--- src/hw/rtl/iirll_pkg.sv ---
// ----------------------------------------------------------------------------
// iirll_pkg
// Shared constants for the lattice-ladder filter: orders, widths, function codes.
// ----------------------------------------------------------------------------
`default_nettype none

package iirll_pkg;

  localparam int MAX_ORDER = 16;

  // Address widths of the coefficient and error stores.
  localparam int RW = (MAX_ORDER > 1) ? $clog2(MAX_ORDER) : 1;
  localparam int LW = $clog2(MAX_ORDER + 1);
  // Count width, wide enough to hold MAX_ORDER + 1.
  localparam int CW = $clog2(MAX_ORDER + 2);

  localparam int COEF_W = 18;
  localparam int ERR_W  = 24;
  localparam int SMP_W  = 16;
  localparam int PROD_W = COEF_W + ERR_W;
  localparam int ACC_W  = PROD_W + 6;
  localparam int SHIFT  = 14;
  localparam int RND_W  = PROD_W - SHIFT;

  localparam logic [4:0] ORDER_RESET = 5'd16;

  localparam logic [1:0] FUNC_SAMPLE = 2'd0;
  localparam logic [1:0] FUNC_REFL   = 2'd1;
  localparam logic [1:0] FUNC_LADDER = 2'd2;

  typedef logic signed [COEF_W-1:0] coef_t;
  typedef logic signed [ERR_W-1:0]  err_t;

endpackage

`default_nettype wire

--- src/hw/rtl/iirll_ram.sv ---
// ----------------------------------------------------------------------------
// iirll_ram
// Generic single-write, single-read memory with a registered read port.
// ----------------------------------------------------------------------------
`default_nettype none

module iirll_ram #(
  parameter int WIDTH = 8,
  parameter int DEPTH = 16
) (
  input  wire logic                     clk,
  input  wire logic                     we,
  input  wire logic [$clog2(DEPTH)-1:0] waddr,
  input  wire logic [WIDTH-1:0]         wdata,
  input  wire logic [$clog2(DEPTH)-1:0] raddr,
  output logic      [WIDTH-1:0]         rdata
);

  logic [WIDTH-1:0] mem [DEPTH];

  always_ff @(posedge clk) begin
    if (we) begin
      mem[waddr] <= wdata;
    end
    rdata <= mem[raddr];
  end

endmodule

`default_nettype wire

--- src/hw/rtl/iir_lattice_ladder_filter_top.sv ---
// ----------------------------------------------------------------------------
// iir_lattice_ladder_filter_top
// Fixed-point all-pole lattice filter with ladder output taps.
// ----------------------------------------------------------------------------
// Each input word either writes one reflection coefficient (func 1), writes
// one ladder coefficient (func 2) or filters one sample (func 0); func 3 is
// dropped. Coefficient writes give no output word. A sample of order P runs
// three passes through one shared multiplier: the forward errors down the
// lattice, the new backward errors up the lattice, and the ladder-weighted
// sum. Each pass issues one stage a cycle, drains the read and product
// registers and then switches to the next pass; the ladder pass has one
// stage more. A final state loads the output register and waits for as long
// as the previous output word is still not taken; the next sample is
// accepted only after it. All state sits in small memories with one write
// and one read port; the reflection, ladder and delay stores carry a valid
// bit per entry so reset clears them at once and no clearing pass is needed.
// The input side accepts a new word while the last output word still waits
// to be taken.
// The order register may be written only while no sample is in progress.
// ----------------------------------------------------------------------------
`default_nettype none

module iir_lattice_ladder_filter_top (
  input  wire logic                          clk,
  input  wire logic                          rst_n,
  input  wire logic                          cfg_wr_en,
  input  wire logic [4:0]                    cfg_wr_data,
  input  wire logic                          in_valid,
  output logic                               in_ready,
  input  wire logic [1:0]                    in_func,
  input  wire logic [4:0]                    in_coef_index,
  input  wire logic signed [iirll_pkg::COEF_W-1:0] in_coef_value,
  input  wire logic signed [iirll_pkg::SMP_W-1:0]  in_sample,
  output logic                               out_valid,
  input  wire logic                          out_ready,
  output logic signed [iirll_pkg::SMP_W-1:0] out_filtered,
  output logic                               out_saturated
);

  import iirll_pkg::*;

  localparam logic [2:0] S_IDLE = 3'd0;
  localparam logic [2:0] S_P1   = 3'd1;
  localparam logic [2:0] S_P2   = 3'd2;
  localparam logic [2:0] S_P3   = 3'd3;
  localparam logic [2:0] S_FIN  = 3'd4;

  localparam logic signed [ERR_W:0] ERR_HI = (ERR_W+1)'((1 << (ERR_W-1)) - 1);
  localparam logic signed [ERR_W:0] ERR_LO = -(ERR_W+1)'(1 << (ERR_W-1));

  logic [2:0]    state_r, state_nxt;
  logic [4:0]    order_r;
  logic [CW-1:0] p_r, p_nxt;
  logic [LW-1:0] cnt_r, cnt_nxt;
  logic [CW-1:0] left_r, left_nxt;
  logic          v1_r, v2_r;
  logic [LW-1:0] idx1_r, idx2_r;
  err_t          f_run_r, f_run_nxt;
  logic          sat_r, sat_nxt;
  logic signed [ACC_W-1:0]  acc_r, acc_nxt;
  logic signed [PROD_W-1:0] prod_r;
  err_t          add_r;
  logic          out_valid_r;
  logic signed [SMP_W-1:0] out_filtered_r;
  logic          out_saturated_r;

  // Per-entry valid bits: a never-written entry reads as zero.
  logic [MAX_ORDER-1:0] rv_r;
  logic [MAX_ORDER:0]   lv_r, bv_r;
  logic                 rv_q_r, lv_q_r, bv_q_r;

  logic          accept, issue, pass_done;
  logic          refl_we, lad_we, fwd_we, back_we, back_wr0;
  logic [LW-1:0] back_waddr;
  err_t          back_wdata;
  coef_t         refl_rd, lad_rd;
  err_t          fwd_rd, back_rd;
  coef_t         coef_op;
  err_t          err_op;
  logic signed [PROD_W-1:0] prod_c;
  logic signed [PROD_W:0]   prod_rnd;
  logic signed [RND_W-1:0]  rnd_c;
  logic signed [ERR_W+5:0]  upd_c;
  err_t          upd_sat;
  logic          upd_clip;
  logic signed [ACC_W-1:0]  acc_rnd;
  logic signed [ACC_W-SHIFT-1:0] y_c;
  logic signed [SMP_W-1:0] y_sat;
  logic          y_clip;

  assign accept    = in_valid && in_ready;
  assign in_ready  = (state_r == S_IDLE);
  assign issue     = (left_r != '0);
  assign pass_done = !issue && !v1_r && !v2_r;

  assign refl_we = accept && (in_func == FUNC_REFL) && (32'(in_coef_index) < MAX_ORDER);
  assign lad_we  = accept && (in_func == FUNC_LADDER) && (32'(in_coef_index) <= MAX_ORDER);

  // Forward errors are stored in pass one. Pass two writes each new backward
  // error one stage up; the error at stage zero becomes the new backward
  // error at stage zero only once pass two has read the old delay value.
  assign fwd_we     = v2_r && (state_r == S_P1);
  assign back_wr0   = (state_r == S_P2) && pass_done;
  assign back_we    = (v2_r && (state_r == S_P2)) || back_wr0;
  assign back_waddr = v2_r ? idx2_r + LW'(1) : '0;
  assign back_wdata = back_wr0 ? f_run_r : upd_sat;

  iirll_ram #(.WIDTH(COEF_W), .DEPTH(MAX_ORDER)) u_refl (
    .clk, .we(refl_we), .waddr(in_coef_index[RW-1:0]), .wdata(in_coef_value),
    .raddr(cnt_r[RW-1:0]), .rdata(refl_rd)
  );

  iirll_ram #(.WIDTH(COEF_W), .DEPTH(MAX_ORDER+1)) u_ladder (
    .clk, .we(lad_we), .waddr(in_coef_index[LW-1:0]), .wdata(in_coef_value),
    .raddr(cnt_r), .rdata(lad_rd)
  );

  iirll_ram #(.WIDTH(ERR_W), .DEPTH(MAX_ORDER+1)) u_fwd (
    .clk, .we(fwd_we), .waddr(idx2_r), .wdata(upd_sat),
    .raddr(cnt_r), .rdata(fwd_rd)
  );

  iirll_ram #(.WIDTH(ERR_W), .DEPTH(MAX_ORDER+1)) u_back (
    .clk, .we(back_we), .waddr(back_waddr), .wdata(back_wdata),
    .raddr(cnt_r), .rdata(back_rd)
  );

  // Operand selection in the cycle after the read is issued.
  always_comb begin
    if (state_r == S_P3) begin
      coef_op = lv_q_r ? lad_rd : '0;
    end else begin
      coef_op = rv_q_r ? refl_rd : '0;
    end
    if (state_r == S_P2) begin
      err_op = fwd_rd;
    end else begin
      err_op = bv_q_r ? back_rd : '0;
    end
    prod_c = coef_op * err_op;
  end

  // Rounding and saturating update on the registered product.
  always_comb begin
    prod_rnd = (PROD_W+1)'(prod_r) + (PROD_W+1)'(1 << (SHIFT-1));
    rnd_c    = prod_rnd[PROD_W-1:SHIFT];
    if (state_r == S_P1) begin
      upd_c = (ERR_W+6)'(f_run_r) - (ERR_W+6)'(rnd_c);
    end else begin
      upd_c = (ERR_W+6)'(add_r) + (ERR_W+6)'(rnd_c);
    end
    upd_clip = 1'b0;
    if (upd_c > (ERR_W+6)'(ERR_HI)) begin
      upd_sat  = ERR_HI[ERR_W-1:0];
      upd_clip = 1'b1;
    end else if (upd_c < (ERR_W+6)'(ERR_LO)) begin
      upd_sat  = ERR_LO[ERR_W-1:0];
      upd_clip = 1'b1;
    end else begin
      upd_sat = upd_c[ERR_W-1:0];
    end
  end

  // Output rounding and 16-bit saturation.
  always_comb begin
    acc_rnd = acc_r + ACC_W'(1 << (SHIFT-1));
    y_c     = acc_rnd[ACC_W-1:SHIFT];
    y_clip  = 1'b0;
    if (y_c > (ACC_W-SHIFT)'((1 << (SMP_W-1)) - 1)) begin
      y_sat  = {1'b0, {(SMP_W-1){1'b1}}};
      y_clip = 1'b1;
    end else if (y_c < -(ACC_W-SHIFT)'(1 << (SMP_W-1))) begin
      y_sat  = {1'b1, {(SMP_W-1){1'b0}}};
      y_clip = 1'b1;
    end else begin
      y_sat = y_c[SMP_W-1:0];
    end
  end

  // Pass sequencing.
  always_comb begin
    state_nxt = state_r;
    p_nxt     = p_r;
    cnt_nxt   = cnt_r;
    left_nxt  = left_r;
    f_run_nxt = f_run_r;
    sat_nxt   = sat_r;
    acc_nxt   = acc_r;

    if (v2_r) begin
      if (state_r == S_P1) begin
        f_run_nxt = upd_sat;
      end
      if (state_r == S_P3) begin
        acc_nxt = acc_r + ACC_W'(prod_r);
      end else begin
        sat_nxt = sat_r | upd_clip;
      end
    end

    case (state_r)
      S_IDLE: begin
        if (accept && (in_func == FUNC_SAMPLE)) begin
          if (order_r == '0) begin
            p_nxt = CW'(1);
          end else if (32'(order_r) > MAX_ORDER) begin
            p_nxt = CW'(MAX_ORDER);
          end else begin
            p_nxt = CW'(order_r);
          end
          cnt_nxt   = LW'(p_nxt - CW'(1));
          left_nxt  = p_nxt;
          f_run_nxt = ERR_W'(in_sample);
          sat_nxt   = 1'b0;
          acc_nxt   = '0;
          state_nxt = S_P1;
        end
      end
      S_P1: begin
        if (issue) begin
          left_nxt = left_r - CW'(1);
          if (cnt_r != '0) begin
            cnt_nxt = cnt_r - LW'(1);
          end
        end else if (pass_done) begin
          cnt_nxt   = '0;
          left_nxt  = p_r;
          state_nxt = S_P2;
        end
      end
      S_P2: begin
        if (issue) begin
          left_nxt = left_r - CW'(1);
          cnt_nxt  = cnt_r + LW'(1);
        end else if (pass_done) begin
          cnt_nxt   = '0;
          left_nxt  = p_r + CW'(1);
          state_nxt = S_P3;
        end
      end
      S_P3: begin
        if (issue) begin
          left_nxt = left_r - CW'(1);
          cnt_nxt  = cnt_r + LW'(1);
        end else if (pass_done) begin
          state_nxt = S_FIN;
        end
      end
      S_FIN: begin
        if (!out_valid_r || out_ready) begin
          state_nxt = S_IDLE;
        end
      end
      default: begin
        state_nxt = S_IDLE;
      end
    endcase
  end

  always_ff @(posedge clk) begin
    if (!rst_n) begin
      state_r     <= S_IDLE;
      order_r     <= ORDER_RESET;
      left_r      <= '0;
      v1_r        <= 1'b0;
      v2_r        <= 1'b0;
      rv_r        <= '0;
      lv_r        <= '0;
      bv_r        <= '0;
      out_valid_r <= 1'b0;
    end else begin
      state_r <= state_nxt;
      left_r  <= left_nxt;
      v1_r    <= issue && (state_r != S_IDLE) && (state_r != S_FIN);
      v2_r    <= v1_r;
      if (cfg_wr_en) begin
        order_r <= cfg_wr_data;
      end
      if (refl_we) begin
        rv_r[in_coef_index[RW-1:0]] <= 1'b1;
      end
      if (lad_we) begin
        lv_r[in_coef_index[LW-1:0]] <= 1'b1;
      end
      if (back_we) begin
        bv_r[back_waddr] <= 1'b1;
      end
      if ((state_r == S_FIN) && (!out_valid_r || out_ready)) begin
        out_valid_r <= 1'b1;
      end else if (out_ready) begin
        out_valid_r <= 1'b0;
      end
    end
  end

  always_ff @(posedge clk) begin
    p_r     <= p_nxt;
    cnt_r   <= cnt_nxt;
    f_run_r <= f_run_nxt;
    sat_r   <= sat_nxt;
    acc_r   <= acc_nxt;
    idx1_r  <= cnt_r;
    idx2_r  <= idx1_r;
    rv_q_r  <= rv_r[cnt_r[RW-1:0]];
    lv_q_r  <= lv_r[cnt_r];
    bv_q_r  <= bv_r[cnt_r];
    prod_r  <= prod_c;
    add_r   <= bv_q_r ? back_rd : '0;
    if ((state_r == S_FIN) && (!out_valid_r || out_ready)) begin
      out_filtered_r  <= y_sat;
      out_saturated_r <= sat_r | y_clip;
    end
  end

  assign out_valid     = out_valid_r;
  assign out_filtered  = out_filtered_r;
  assign out_saturated = out_saturated_r;

endmodule

`default_nettype wire

--- config.mk ---
export PLATFORM = sky130hd
export DESIGN_NAME = iir_lattice_ladder_filter_top
export DESIGN_NICKNAME = d
export VERILOG_FILES = /design/src/hw/rtl/iirll_pkg.sv /design/src/hw/rtl/iirll_ram.sv /design/src/hw/rtl/iir_lattice_ladder_filter_top.sv
export SDC_FILE = /design/constraint.sdc
export NUM_CORES = 2
export LEC_CHECK = 0
export BUFFER_PORTS_ARGS = -buffer_cell sky130_fd_sc_hd__clkbuf_2
export CAP_MARGIN = 5
export CORE_MARGIN = 2
export CORE_UTILIZATION = 50
export CTS_CLUSTER_DIAMETER = 30
export DETAILED_ROUTE_END_ITERATION = 10
export PLACE_DENSITY_LB_ADDON = 0.15
export SYNTH_ARGS = -nofsm -noshare
export SYNTH_HDL_FRONTEND = slang
export SYNTH_SLANG_ARGS = --single-unit
--- constraint.sdc ---
create_clock -name clk -period 9.54 [get_ports clk]
set_clock_uncertainty 0.05 [all_clocks]
set_input_delay 0.954 -clock clk [delete_from_list [all_inputs] [get_ports clk]]
set_output_delay 0.954 -clock clk [all_outputs]
set_load 0.005 [all_outputs]
==> results.txt <==
Post-synthesis sequential area ratio: 0.565
Worst path max stage delay: 0.69 ns
Hold Buf Count CTS: 0
Syn Nets: 6,713
Root Buffer: clkbuf_16
Synth area leader: edfxtp_1
H-Tree Depth: 5
Yosys warns: 0
Top cell type's share of synthesized area: 0.495
Worst-path clk slew: 0.05 ns
Number of port buffers: 69
Largest net degree at the start of global routing: 139
PD cells: 309 nW/um2
Vias per std cell: 5.88
Die X: 421 um
Setup WS post-layout: 0.441 ns
TritonRoute pass-1 iters: 5
Vias in the first global route: 53,900
Max transition margin: 0.0387
Dpl hpwl: 158,000 um
Period Utilization, post-route: 0.954
Syn avg cell area: 14.5 um2
Critical Path RT: 10.24 ns
Antenna viol nets, final: 0
Maximum root-to-sink buffer count: 4
Kind of critical path: register to register
Num CTS Buffers: 358
Critical path peak fanout: 17
Fmax: 0.110 GHz
HP Class: input port to register
Final Slew Violations: 0
Most frequent cells in the layout: edfxtp_1 (1,437), inv_1 (600), nand2_1 (577), mux4_2 (435), fa_1 (428)
Worst Tran Pin Value: 1.43 ns
DR iter-0 viols: 4,866
Setup violators final: 0
CP Capture Type: register
Worst IR drop on VDD: 0.000363 V
CP max-delay cell: a22o_1
Share of flip-flops with an asynchronous set or reset: 0
CTS tree: done
Pre-CTS WS: 0.473 ns
Status: finished, final reports clean
Total GRT Usage: 0.273
RSZ-0062 raised after global routing: no
Tmin final: 9.10 ns
Post-Synthesis Cells: 6,014
Vias: 52,700
Post-synthesis cell type count: 97
Routed len/inst: 27.0 um
Routability congestion estimate from global placement: 0.948
Finished Core Util: 0.594
Die H: 421 um
Num rows: 153
Final WL: 242,000 um
Endpoints failing hold: 0
Mapped Area: 87,100 um2
Area grow syn2layout: 18.4%
Most common cell after layout, fill and taps aside: edfxtp_1
First-pass GRT wire length: 357,000 um
WHS: 0.222 ns
Arr. time, crit path: 9.80 ns
CP most frequent cell: fa_1
Die ar.: 178,000 um2
Setup crit start kind: register
Setup TNS: 0 ns
Synth top area cells: edfxtp_1 (50%), mux4_2 (11%), fa_1 (9.8%), dfxtp_1 (6.9%), ha_1 (3.2%)
Main flop type after synthesis: edfxtp_1
# DRC: 0
GRT overflow: 0
Max-cap viol count: 0
Boundary Pins: 70
P_leak: 0.0388 uW
Share of cells above drive strength 1: 0.219
Post-synth EDFFs: 1,437
Initial antenna violation count: 17
CTS sink cnt: 1,739
Core area: 173,000 um2
Starting Density: 0.502
Clock Latency Late Sink: 0.95 ns
Number of synthesized register bits: 1,739
Fin nets: 7,049
==> report_power, final <==
part           leakage, uW  switching [uW]  total (uW)  internal (uW)
registers           0.0155             361       11000          10600
clock network      0.00584            3980       12400           8380
logic               0.0174            5620        8500           2880
==> cell families after synthesis <==
family	after synthesis	synth area share
compound gates	791	0.0609
xor+xnor	183	0.0184
fa+ha+maj	649	0.130
flops	1739	0.565
mux	515	0.123
buf+inv	864	0.0384
simple gates	1273	0.0646
==> layer usage <==
layer / track usage / wire length [um] / up-vias
met1: 0.380 / 101000 / 27400
met5: 0 / 23 / -
met4: 0.0940 / 8080 / 4
met3: 0.0510 / 17500 / 459
li1: - / - / 22700
met2: 0.435 / 115000 / 2087
==> sequential cells by signal, indices dropped and copies added (netlist names), 16 cells and up <==
signal	count
u_fwd.rdata	24
lv_r	17
rv_r	16
u_ladder.rdata	18
u_back.mem	408
add_r	24
u_refl.mem	288
out_filtered	16
bv_r	17
u_refl.rdata	18
f_run_r	24
prod_r	42
u_ladder.mem	306
u_back.rdata	24
acc_r	48
u_fwd.mem	408
==> stage by stage <==
stage / std cells / instance area (um2) / total power (uW)
floorplan: 6014 / 87100 / 16200
global placement: 8311 / 90900 / 19400
detailed placement: 8314 / 91000 / 19600
CTS: 8954 / 103000 / 32000
global route: 8956 / 103000 / 32900
finish: 8962 / 103000 / 31800
==> path summary, 6_finish.rpt <==
kind | end | cells past startpoint | start | slack [ns]
worst max register to register | prod_r[40]$_DFF_P_ | 29 | state_r[1]$_SDFFE_PN0P_ | 0.44
worst min register to register | idx2_r[0]$_DFF_P_ | 0 | idx1_r[0]$_DFF_P_ | 0.27
worst max-delay path | prod_r[40]$_DFF_P_ | 29 | state_r[1]$_SDFFE_PN0P_ | 0.44
worst min-delay path | order_r[2]$_SDFFE_PN0P_ | 3 | cfg_wr_data[2] | 0.22
==> worst max-delay path: cells and delay by family (launching register included) <==
family                   cells  cell delay (ns)
flip-flops                   1             0.46
AND/OR/NAND/NOR              5             1.69
AO/OA/AOI/OAI                9             2.50
XOR/XNOR                     1             0.15
buffers and inverters        7             0.74
adder cells (fa/ha/maj)      7             3.33
==> Yosys cell counts, drive strengths merged, types with 42 or more instances <==
library cell	instances
xnor2	105
xor2	78
inv	601
dfxtp	302
clkbuf	204
nand3	69
edfxtp	1437
nor3	42
o21ai	164
mux4	435
a21o	95
nand2	578
nor2	341
ha	220
o21a	74
buf	58
mux2	71
a21oi	211
fa	428
==> repair_timing <==
action                                  4_1_cts  5_1_grt
endpoints found under the setup margin        0        1
resized for setup                             0        1
buffers inserted                              0        0
==> cell type report <==
cell class | instances | area (um2)
multi-input combinational | 3411 | 35000
antenna | 7 | 17.5
sequential | 1739 | 49200
tap | 2325 | 2910
timing repair buffer | 238 | 1660
fill | 13300 | 70300
clock buffer | 420 | 9480
inverter | 602 | 2260
clock inverter | 220 | 2610
No activity file was read; power rests on OpenSTA's default activity.
